--- src/sv/sfs_pkg.sv ---
// Shared widths, command codes and fault codes for the safety fault supervisor.
`default_nettype none
package sfs_pkg;

  localparam int CMD_W   = 3;
  localparam int TICK_W  = 32;
  localparam int FAULT_W = 3;

  localparam logic [CMD_W-1:0] CMD_BEAT   = 3'd0;
  localparam logic [CMD_W-1:0] CMD_ESTOP  = 3'd1;
  localparam logic [CMD_W-1:0] CMD_POWER  = 3'd2;
  localparam logic [CMD_W-1:0] CMD_DRIVER = 3'd3;
  localparam logic [CMD_W-1:0] CMD_CLEAR  = 3'd4;
  localparam logic [CMD_W-1:0] CMD_TICK   = 3'd5;

  localparam logic [FAULT_W-1:0] FLT_NONE   = 3'd0;
  localparam logic [FAULT_W-1:0] FLT_ESTOP  = 3'd1;
  localparam logic [FAULT_W-1:0] FLT_DRIVER = 3'd2;
  localparam logic [FAULT_W-1:0] FLT_LOWBAT = 3'd3;
  localparam logic [FAULT_W-1:0] FLT_COMM   = 3'd4;

  localparam logic [TICK_W-1:0] TIMEOUT_RESET = 32'd50;

endpackage
`default_nettype wire

--- src/sv/sfs_ifs.sv ---
// Valid/ready channel interfaces for supervisor commands and status results.
`default_nettype none
interface sfs_cmd_if;
  import sfs_pkg::*;
  logic               valid;
  logic               ready;
  logic [CMD_W-1:0]   cmd;
  logic [TICK_W-1:0]  tick_count;
  logic               flag_value;

  modport source (output valid, output cmd, output tick_count, output flag_value, input ready);
  modport sink   (input valid, input cmd, input tick_count, input flag_value, output ready);
endinterface

interface sfs_res_if;
  import sfs_pkg::*;
  logic               valid;
  logic               ready;
  logic [FAULT_W-1:0] fault_code;
  logic [FAULT_W-1:0] latched_code;
  logic               stop_latched;
  logic               link_lost;
  logic               motion_ok;

  modport source (output valid, output fault_code, output latched_code,
                  output stop_latched, output link_lost, output motion_ok, input ready);
  modport sink   (input valid, input fault_code, input latched_code,
                  input stop_latched, input link_lost, input motion_ok, output ready);
endinterface
`default_nettype wire

--- src/sv/safety_fault_supervisor.sv ---
// Safety fault supervisor: latched fault interlock with heartbeat watchdog.
// The result of an accepted request is registered and valid in the following cycle.
// Throughput: one request per cycle while results are taken; the single output register is refilled
// in the same cycle it is taken, so input ready = !result valid | result ready.
// Reset (rst, synchronous): all flags and the latch cleared, last heartbeat 0,
// timeout register 50, no result pending.
`default_nettype none
module safety_fault_supervisor (
  input  wire                        clk,
  input  wire                        rst,
  input  wire                        hb_timeout_we,
  input  wire [sfs_pkg::TICK_W-1:0]  hb_timeout_wdata,
  sfs_cmd_if.sink                    command,
  sfs_res_if.source                  status
);
  import sfs_pkg::*;

  logic [TICK_W-1:0]  hb_timeout;
  logic               estop_on, driver_bad, power_low, comm_lost, latch_set;
  logic [FAULT_W-1:0] latch_code;
  logic [TICK_W-1:0]  last_beat;

  logic               estop_on_next, driver_bad_next, power_low_next, comm_lost_next;
  logic               latch_set_next;
  logic [FAULT_W-1:0] latch_code_next, fault_next;
  logic [TICK_W-1:0]  last_beat_next, elapsed;
  logic               accept, hard_fault;

  assign command.ready = !status.valid || status.ready;
  assign accept        = command.valid && command.ready;
  assign elapsed       = command.tick_count - last_beat;

  always_comb begin
    estop_on_next   = estop_on;
    driver_bad_next = driver_bad;
    power_low_next  = power_low;
    comm_lost_next  = comm_lost;
    latch_set_next  = latch_set;
    latch_code_next = latch_code;
    last_beat_next  = last_beat;
    case (command.cmd)
      CMD_BEAT: begin
        last_beat_next = command.tick_count;
        comm_lost_next = 1'b0;
      end
      CMD_ESTOP:  estop_on_next   = command.flag_value;
      CMD_POWER:  power_low_next  = command.flag_value;
      CMD_DRIVER: driver_bad_next = command.flag_value;
      CMD_CLEAR: begin
        if (!estop_on && !driver_bad && !power_low) begin
          latch_set_next  = 1'b0;
          latch_code_next = FLT_NONE;
        end
      end
      CMD_TICK: begin
        if (elapsed > hb_timeout) begin
          comm_lost_next = 1'b1;
        end
      end
      default: ;
    endcase

    // priority re-evaluation; hard faults latch
    hard_fault = estop_on_next || driver_bad_next || power_low_next;
    if (estop_on_next) begin
      fault_next = FLT_ESTOP;
    end else if (driver_bad_next) begin
      fault_next = FLT_DRIVER;
    end else if (power_low_next) begin
      fault_next = FLT_LOWBAT;
    end else if (comm_lost_next) begin
      fault_next = FLT_COMM;
    end else if (latch_set_next) begin
      fault_next = latch_code_next;
    end else begin
      fault_next = FLT_NONE;
    end
    if (hard_fault) begin
      latch_set_next  = 1'b1;
      latch_code_next = fault_next;
    end
  end

  always_ff @(posedge clk) begin
    if (rst) begin
      hb_timeout   <= TIMEOUT_RESET;
      estop_on     <= 1'b0;
      driver_bad   <= 1'b0;
      power_low    <= 1'b0;
      comm_lost    <= 1'b0;
      latch_set    <= 1'b0;
      latch_code   <= FLT_NONE;
      last_beat    <= '0;
      status.valid <= 1'b0;
    end else begin
      if (hb_timeout_we) begin
        hb_timeout <= hb_timeout_wdata;
      end
      if (accept) begin
        estop_on     <= estop_on_next;
        driver_bad   <= driver_bad_next;
        power_low    <= power_low_next;
        comm_lost    <= comm_lost_next;
        latch_set    <= latch_set_next;
        latch_code   <= latch_code_next;
        last_beat    <= last_beat_next;
        status.valid <= 1'b1;
      end else if (status.ready) begin
        status.valid <= 1'b0;
      end
    end
  end

  // result payload
  always_ff @(posedge clk) begin
    if (accept) begin
      status.fault_code   <= fault_next;
      status.latched_code <= latch_code_next;
      status.stop_latched <= latch_set_next;
      status.link_lost    <= comm_lost_next;
      status.motion_ok    <= !hard_fault && !comm_lost_next && !latch_set_next;
    end
  end

endmodule
`default_nettype wire
--- src/flat_wrapper.sv ---
// flat-port wrapper written by rule: the top's interface ports become plain ports
module safety_fault_supervisor_flat import sfs_pkg::*;
  (clk, rst, hb_timeout_we, hb_timeout_wdata, command_valid, command_cmd, command_tick_count, command_flag_value, command_ready, status_valid, status_fault_code, status_latched_code, status_stop_latched, status_link_lost, status_motion_ok, status_ready);
  sfs_cmd_if command_i ();
  sfs_res_if status_i ();
  input  wire clk;
  input  wire rst;
  input  wire hb_timeout_we;
  input  wire [sfs_pkg::TICK_W-1:0] hb_timeout_wdata;
  input wire logic [$bits(command_i.valid)-1:0] command_valid;
  input wire logic [$bits(command_i.cmd)-1:0] command_cmd;
  input wire logic [$bits(command_i.tick_count)-1:0] command_tick_count;
  input wire logic [$bits(command_i.flag_value)-1:0] command_flag_value;
  output wire logic [$bits(command_i.ready)-1:0] command_ready;
  output wire logic [$bits(status_i.valid)-1:0] status_valid;
  output wire logic [$bits(status_i.fault_code)-1:0] status_fault_code;
  output wire logic [$bits(status_i.latched_code)-1:0] status_latched_code;
  output wire logic [$bits(status_i.stop_latched)-1:0] status_stop_latched;
  output wire logic [$bits(status_i.link_lost)-1:0] status_link_lost;
  output wire logic [$bits(status_i.motion_ok)-1:0] status_motion_ok;
  input wire logic [$bits(status_i.ready)-1:0] status_ready;
  assign command_i.valid = command_valid;
  assign command_i.cmd = command_cmd;
  assign command_i.tick_count = command_tick_count;
  assign command_i.flag_value = command_flag_value;
  assign command_ready = command_i.ready;
  assign status_valid = status_i.valid;
  assign status_fault_code = status_i.fault_code;
  assign status_latched_code = status_i.latched_code;
  assign status_stop_latched = status_i.stop_latched;
  assign status_link_lost = status_i.link_lost;
  assign status_motion_ok = status_i.motion_ok;
  assign status_i.ready = status_ready;
  safety_fault_supervisor u_core (.clk(clk), .rst(rst), .hb_timeout_we(hb_timeout_we), .hb_timeout_wdata(hb_timeout_wdata), .command(command_i), .status(status_i));
endmodule
--- config.mk ---
export PLATFORM = sky130hd
export DESIGN_NAME = safety_fault_supervisor_flat
export DESIGN_NICKNAME = d
export VERILOG_FILES = /design/src/sv/sfs_pkg.sv /design/src/sv/sfs_ifs.sv /design/src/sv/safety_fault_supervisor.sv /design/src/flat_wrapper.sv
export SDC_FILE = /design/constraint.sdc
export NUM_CORES = 1
export LEC_CHECK = 0
export ABC_AREA = 0
export BUFFER_PORTS_ARGS = -buffer_cell sky130_fd_sc_hd__buf_2
export CAP_MARGIN = 5
export CORE_MARGIN = 2
export CORE_UTILIZATION = 58
export DETAILED_ROUTE_END_ITERATION = 7
export PLACE_DENSITY = 0.91
export SLEW_MARGIN = 20
export SYNTH_ARGS = -nofsm -noshare
export SYNTH_HDL_FRONTEND = slang
export SYNTH_SLANG_ARGS = --single-unit
export TNS_END_PERCENT = 50
--- constraint.sdc ---
create_clock -name clk -period 5.4 [get_ports clk]
set_input_delay 1.08 -clock clk [delete_from_list [all_inputs] [get_ports clk]]
set_output_delay 1.08 -clock clk [all_outputs]
set_load 0.01 [all_outputs]
## Word-level counts from Yosys, hierarchy flattened

Cells that the tools add are included.

| cells by class | value |
|---|---|
| reductions and logical operators | 18 |
| equal/unequal tests | 5 |
| multiplexer cells | 18 |
| order comparisons | 1 |
| $add $sub $neg | 1 |

Operators by type and width:

| operator | number |
|---|---|
| 32-bit > comparator | 1 |
| 32-bit subtractor | 1 |
| 3-bit 2-to-1 mux | 8 |
| 1-bit 2-to-1 mux | 9 |
| 1-bit logical NOT | 7 |
| 3-bit by 2-bit equality test with 1-bit output (second input constant) | 2 |
| 3-bit equality test (second input constant) | 2 |
| 1-bit logical AND | 5 |
| 3-bit by 1-bit equality test with 1-bit output (second input constant) | 1 |
| 3-bit logical NOT | 1 |
| 1-bit logical OR | 3 |
| 1-bit one-hot mux with 2 select lines | 1 |
| 2-bit AND reduction | 1 |
| 2-bit nonzero test | 1 |

| word-level totals | value |
|---|---|
| word-level logic and storage cells | 57 |
| register bits | 82 |
| input port bits | 73 |
| output and inout bits | 11 |

## Depth between registers and ports, before layout

| depth | value |
|---|---|
| word-level depth | 11 |
| mapped depth | 21 |
| mapped depth without buffers | 21 |

## Worst setup path before layout

No wires, ideal clock.

| timing path | value |
|---|---|
| kind | input port to flip-flop |
| start point | input port command_tick_count[0] |
| end point | register u_core.status.fault_code[0], data pin |
| setup time | 0.279 ns |
| slack | 0.857 ns |
| stages on the path | 18 |
| data arrival time | 4.264 ns |
| cells stage by stage | inv_1 ha_1 inv_1 fa_1 a21o_1 a221oi_2 o2bb2ai_2 nand3_1 a21o_2 o21a_1 mux2i_1 o211ai_1 ha_1 nand4_1 nor4_1 o21ai_0 a32oi_1 o221ai_1 |

| between the ends | value |
|---|---|
| longest elaborated chain between the ends | 8 |

Ends and longest elaborated chain:

| element | RTL line | text |
|---|---|---|
| start: declaration | flat_wrapper.sv:12 | `input wire logic [$bits(command_i.tick_count)-1:0] command_tick_count;` |
| 32-bit subtractor | safety_fault_supervisor.sv:31 | `assign elapsed = command.tick_count - last_beat;` |
| 32-bit > comparator | safety_fault_supervisor.sv:56 | `if (elapsed > hb_timeout) begin` |
| 1-bit 2-to-1 mux | safety_fault_supervisor.sv:56 |  |
| 1-bit one-hot mux with 2 select lines | safety_fault_supervisor.sv:41 | `case (command.cmd)` |
| via u_core.comm_lost_next | safety_fault_supervisor.sv:23 | `logic estop_on_next, driver_bad_next, power_low_next, comm_lost_next;` |
| 3-bit 2-to-1 mux | safety_fault_supervisor.sv:71 | `end else if (comm_lost_next) begin` |
| 3-bit 2-to-1 mux | safety_fault_supervisor.sv:69 | `end else if (power_low_next) begin` |
| 3-bit 2-to-1 mux | safety_fault_supervisor.sv:67 | `end else if (driver_bad_next) begin` |
| 3-bit 2-to-1 mux | safety_fault_supervisor.sv:65 | `if (estop_on_next) begin` |
| via u_core.fault_next[0] | safety_fault_supervisor.sv:25 | `logic [FAULT_W-1:0] latch_code_next, fault_next;` |
| end signal: assignment | safety_fault_supervisor.sv:117 | `status.fault_code <= fault_next;` |
| end: declaration | sfs_ifs.sv:25 | `modport source (output valid, output fault_code, output latched_code,` |

The timed path passes the listed nets, and every way through them passes these cells.
A chain may end at the register's enable or synchronous reset.

## Worst setup path after layout

Ends and elaborated chain as after synthesis.

==> results.json <==
{
  "status": "finished, final reports clean",
  "fmaxAchievable_mhz": 200,
  "clockBufferDepth": 2,
  "slowest_delay_ns": 0.52,
  "vias": 4957,
  "setup_viol": 0,
  "grt_antenna_before_repair": 0,
  "endpoint_kind": "flop",
  "critical_path.startpoint": "command_tick_count[0]",
  "finalHoldViolations": 0,
  "hp-start": "u_core.last_beat[21]",
  "slew_headroom_pct": 33.0,
  "critPathBufInv": 3,
  "clk_latency_ns": 0.37,
  "setup_ws_ns": 0.393,
  "tns_ns": 0,
  "cts_made_buffers": 9,
  "start_util_pct": 59.0,
  "ir_drop_mv": 0.172,
  "postCtsResizedCells": 0,
  "grt_pass1_vias": 4987,
  "grt_usage_pct": 26.8,
  "async_flop_share_pct": 0,
  "path_max_fanout": 6,
  "nNetsFinal": 879,
  "drtAntennaViolNets": 0,
  "final_core_utilization_pct": 67.1,
  "dieArea_sq_mm": 0.0101,
  "overflow": 0,
  "cts_tree": "yes",
  "p_leak_nw": 2.61,
  "yosys_warnings": 0,
  "hold_class": "reg -> reg",
  "antenna_cells": 0,
  "wl_per_cell_microns": 15.0,
  "cp_slowest_cell": "a32oi_1",
  "highest_layer": "met4",
  "syn_inst": 665,
  "clk_pin_slew_worst_paths_ns": 0.09,
  "num_rows": 35,
  "crit_arrival_ns": 5.09,
  "drive_gt1_share_pct": 15.4,
  "ys_types": 55,
  "grt_max_degree": 39,
  "place_congestion": 0.921,
  "pre_cts_slack_ns": 0.138,
  "crit_family": "compound AO/OA/AOI/OAI gates",
  "h-tree-depth": 3,
  "cp_cell_sequence": "buf_2 -> inv_1 -> ha_1 -> inv_1 -> fa_1 -> a21o_1 -> a221oi_2 -> o2bb2ai_2 -> nand3_1 -> a21o_2 -> o21a_1 -> mux2i_1 -> o211ai_1 -> ha_1 -> nand4_1 -> nor4_1 -> o21ai_0 -> a32oi_1 -> o221ai_1",
  "fillCellCount": 748,
  "dp_cells": 842,
  "powerDensity_mw_per_mm2": 256,
  "rsz0062_at_grt": "no",
  "pin_count": 84,
  "cts_num_sinks": 82,
  "startpoint_type": "input port",
  "wl_met2_mm": 6.27,
  "critPathKind": "in -> reg",
  "wirelength_mm": 12.9,
  "hold_buffers": 0,
  "drc_errors": 0,
  "fin_cells": 858,
  "die_x_microns": 101,
  "route.met3.wl_microns": 583,
  "syn2layout_area_growth_pct": 13.7,
  "met1Wirelength_mm": 5.62,
  "clock_skew_ns": 0.00759,
  "synth-edff-count": 9,
  "required_ns": 5.48,
  "root_buffer": "clkbuf_8",
  "coreArea_sq_mm": 0.00915,
  "p_total_mw": 1.57,
  "port-buffer-count": 83,
  "synth_nets": 802,
  "seq_area_frac_synth_pct": 32.1,
  "firstDrtPassIters": 7,
  "rr_startpoint": "u_core.last_beat[0]",
  "synthFlopType": "dfxtp_1",
  "slew_violations": 0,
  "dieHeight_microns": 101,
  "grt_pass1_wl_mm": 22.0,
  "period_needed_ns": 5.01,
  "synth-seq-cells": 82,
  "synth_area_sq_mm": 0.00540,
  "post-route-period-util_pct": 92.7,
  "post_cts_buffers": 0,
  "avgSynthCellArea_sq_um": 8.12,
  "dpl.hpwl_mm": 9.78,
  "maxCapViolCount": 0,
  "drtIter0Drc": 220,
  "worstMarginPinSlew_ns": 1.01,
  "vias_per_cell": 5.78
}
cells in the mapped netlist (2+ instances only):
master | count | area [sq um]
a211oi_1 | 6 | 45.0
a21boi_0 | 2 | 15.0
a21o_1 | 16 | 120
a21oi_1 | 66 | 330
a21oi_2 | 2 | 17.5
a31oi_1 | 2 | 12.5
and3_1 | 6 | 37.5
clkbuf_1 | 20 | 75.1
dfxtp_1 | 73 | 1460
edfxtp_1 | 9 | 270
ha_1 | 63 | 788
inv_1 | 75 | 282
mux2i_1 | 33 | 330
nand2_1 | 81 | 304
nand2b_1 | 7 | 43.8
nand3_1 | 12 | 60.1
nand3b_1 | 2 | 15.0
nand4_1 | 9 | 56.3
nor2_1 | 63 | 236
nor2b_1 | 7 | 43.8
nor3_1 | 7 | 35.0
nor3b_1 | 3 | 22.5
nor4_1 | 4 | 25.0
o211ai_1 | 9 | 67.6
o21a_1 | 8 | 60.1
o21ai_0 | 17 | 85.1
o21ai_1 | 4 | 20.0
o21ai_2 | 2 | 17.5
o21bai_1 | 3 | 22.5
or3_1 | 5 | 31.3
xnor2_1 | 20 | 175
xor2_1 | 6 | 52.6
power by group:
part / total, mW / internal (mW) / switching (mW)
Combinational: 0.399 / 0.175 / 0.225
Clock: 0.513 / 0.264 / 0.249
Sequential: 0.662 / 0.648 / 0.0147
Total: 1.57 / 1.09 / 0.489
registers in the layout (all words and copies together), names as in the netlist, 3 cells and up:
signal and count:
u_core.hb_timeout 32, u_core.last_beat 32, u_core.latch_code 3, u_core.status.fault_code 3
u_core.status.latched_code 3
kinds of logic after synthesis:
kind of cell / after synthesis / share of synthesized area (%)
mux: 34 / 6.32
fa+ha+maj: 64 / 15.0
flops: 82 / 32.1
compound gates: 153 / 18.2
buf+inv: 95 / 6.60
simple gates: 211 / 17.7
xor+xnor: 26 / 4.21
metrics by stage:
| step | hold WS (ns) | instance area [sq um] |
|---|---|---|
| floorplan | 0.436 | 5400 |
| global placement | 0.441 | 5910 |
| detailed placement | 0.446 | 5910 |
| CTS | 0.458 | 6130 |
| global route | 0.478 | 6140 |
| finish | 0.459 | 6140 |
cell type report:
type	count	area (sq um)	area share, %
Clock buffer	9	124	2.02
Clock inverter	7	100	1.63
Inverter	75	282	4.58
Multi-Input combinational cell	488	3330	54.2
Sequential cell	82	1730	28.2
Tap cell	111	139	2.26
Timing Repair Buffer	86	438	7.13
path summary, 6_finish.rpt:
check        depth (start not counted)                           to  slack [ns]
min                                  2         u_core.last_beat[21]        0.46
max                                 19  u_core.status.fault_code[0]        0.39
max reg2reg                         17  u_core.status.fault_code[0]        0.91
min reg2reg                          2         u_core.last_beat[21]        0.46
cell usage in the layout (no fill, tap or decap), drive strengths merged, types with 4 or more instances in the layout:
cell / n
and3: 6
xnor2: 20
edfxtp: 9
dfxtp: 73
nand3: 12
nor2b: 7
inv: 77
a211oi: 6
clkbuf: 9
o211ai: 9
o21ai: 23
buf: 86
ha: 63
a21oi: 68
or3: 5
mux2i: 33
nand4: 10
nor3: 7
nand2: 81
nor2: 63
nor4: 4
nand2b: 7
a21o: 17
a31oi: 4
xor2: 6
o21a: 8
metal layers:
| layer | up-vias | global-route usage (%) |
|---|---|---|
| met4 | 0 | 13.0 |
| li1 | 2443 | - |
| met2 | 164 | 45.8 |
| met1 | 2312 | 32.8 |
| met5 | - | 0 |
| met3 | 38 | 4.44 |
worst register-to-register path: cells and delay by family, from the launching register on:
family | cells | cell delay (ns)
adders and majority gates | 3 | 0.87
DFF | 1 | 0.35
AOI/OAI and AO/OA | 9 | 2.05
muxes | 1 | 0.19
and+or+nand+nor | 3 | 0.68
buffers and inverters | 1 | 0.06
Note: power is estimated with default switching activity, not from simulation.
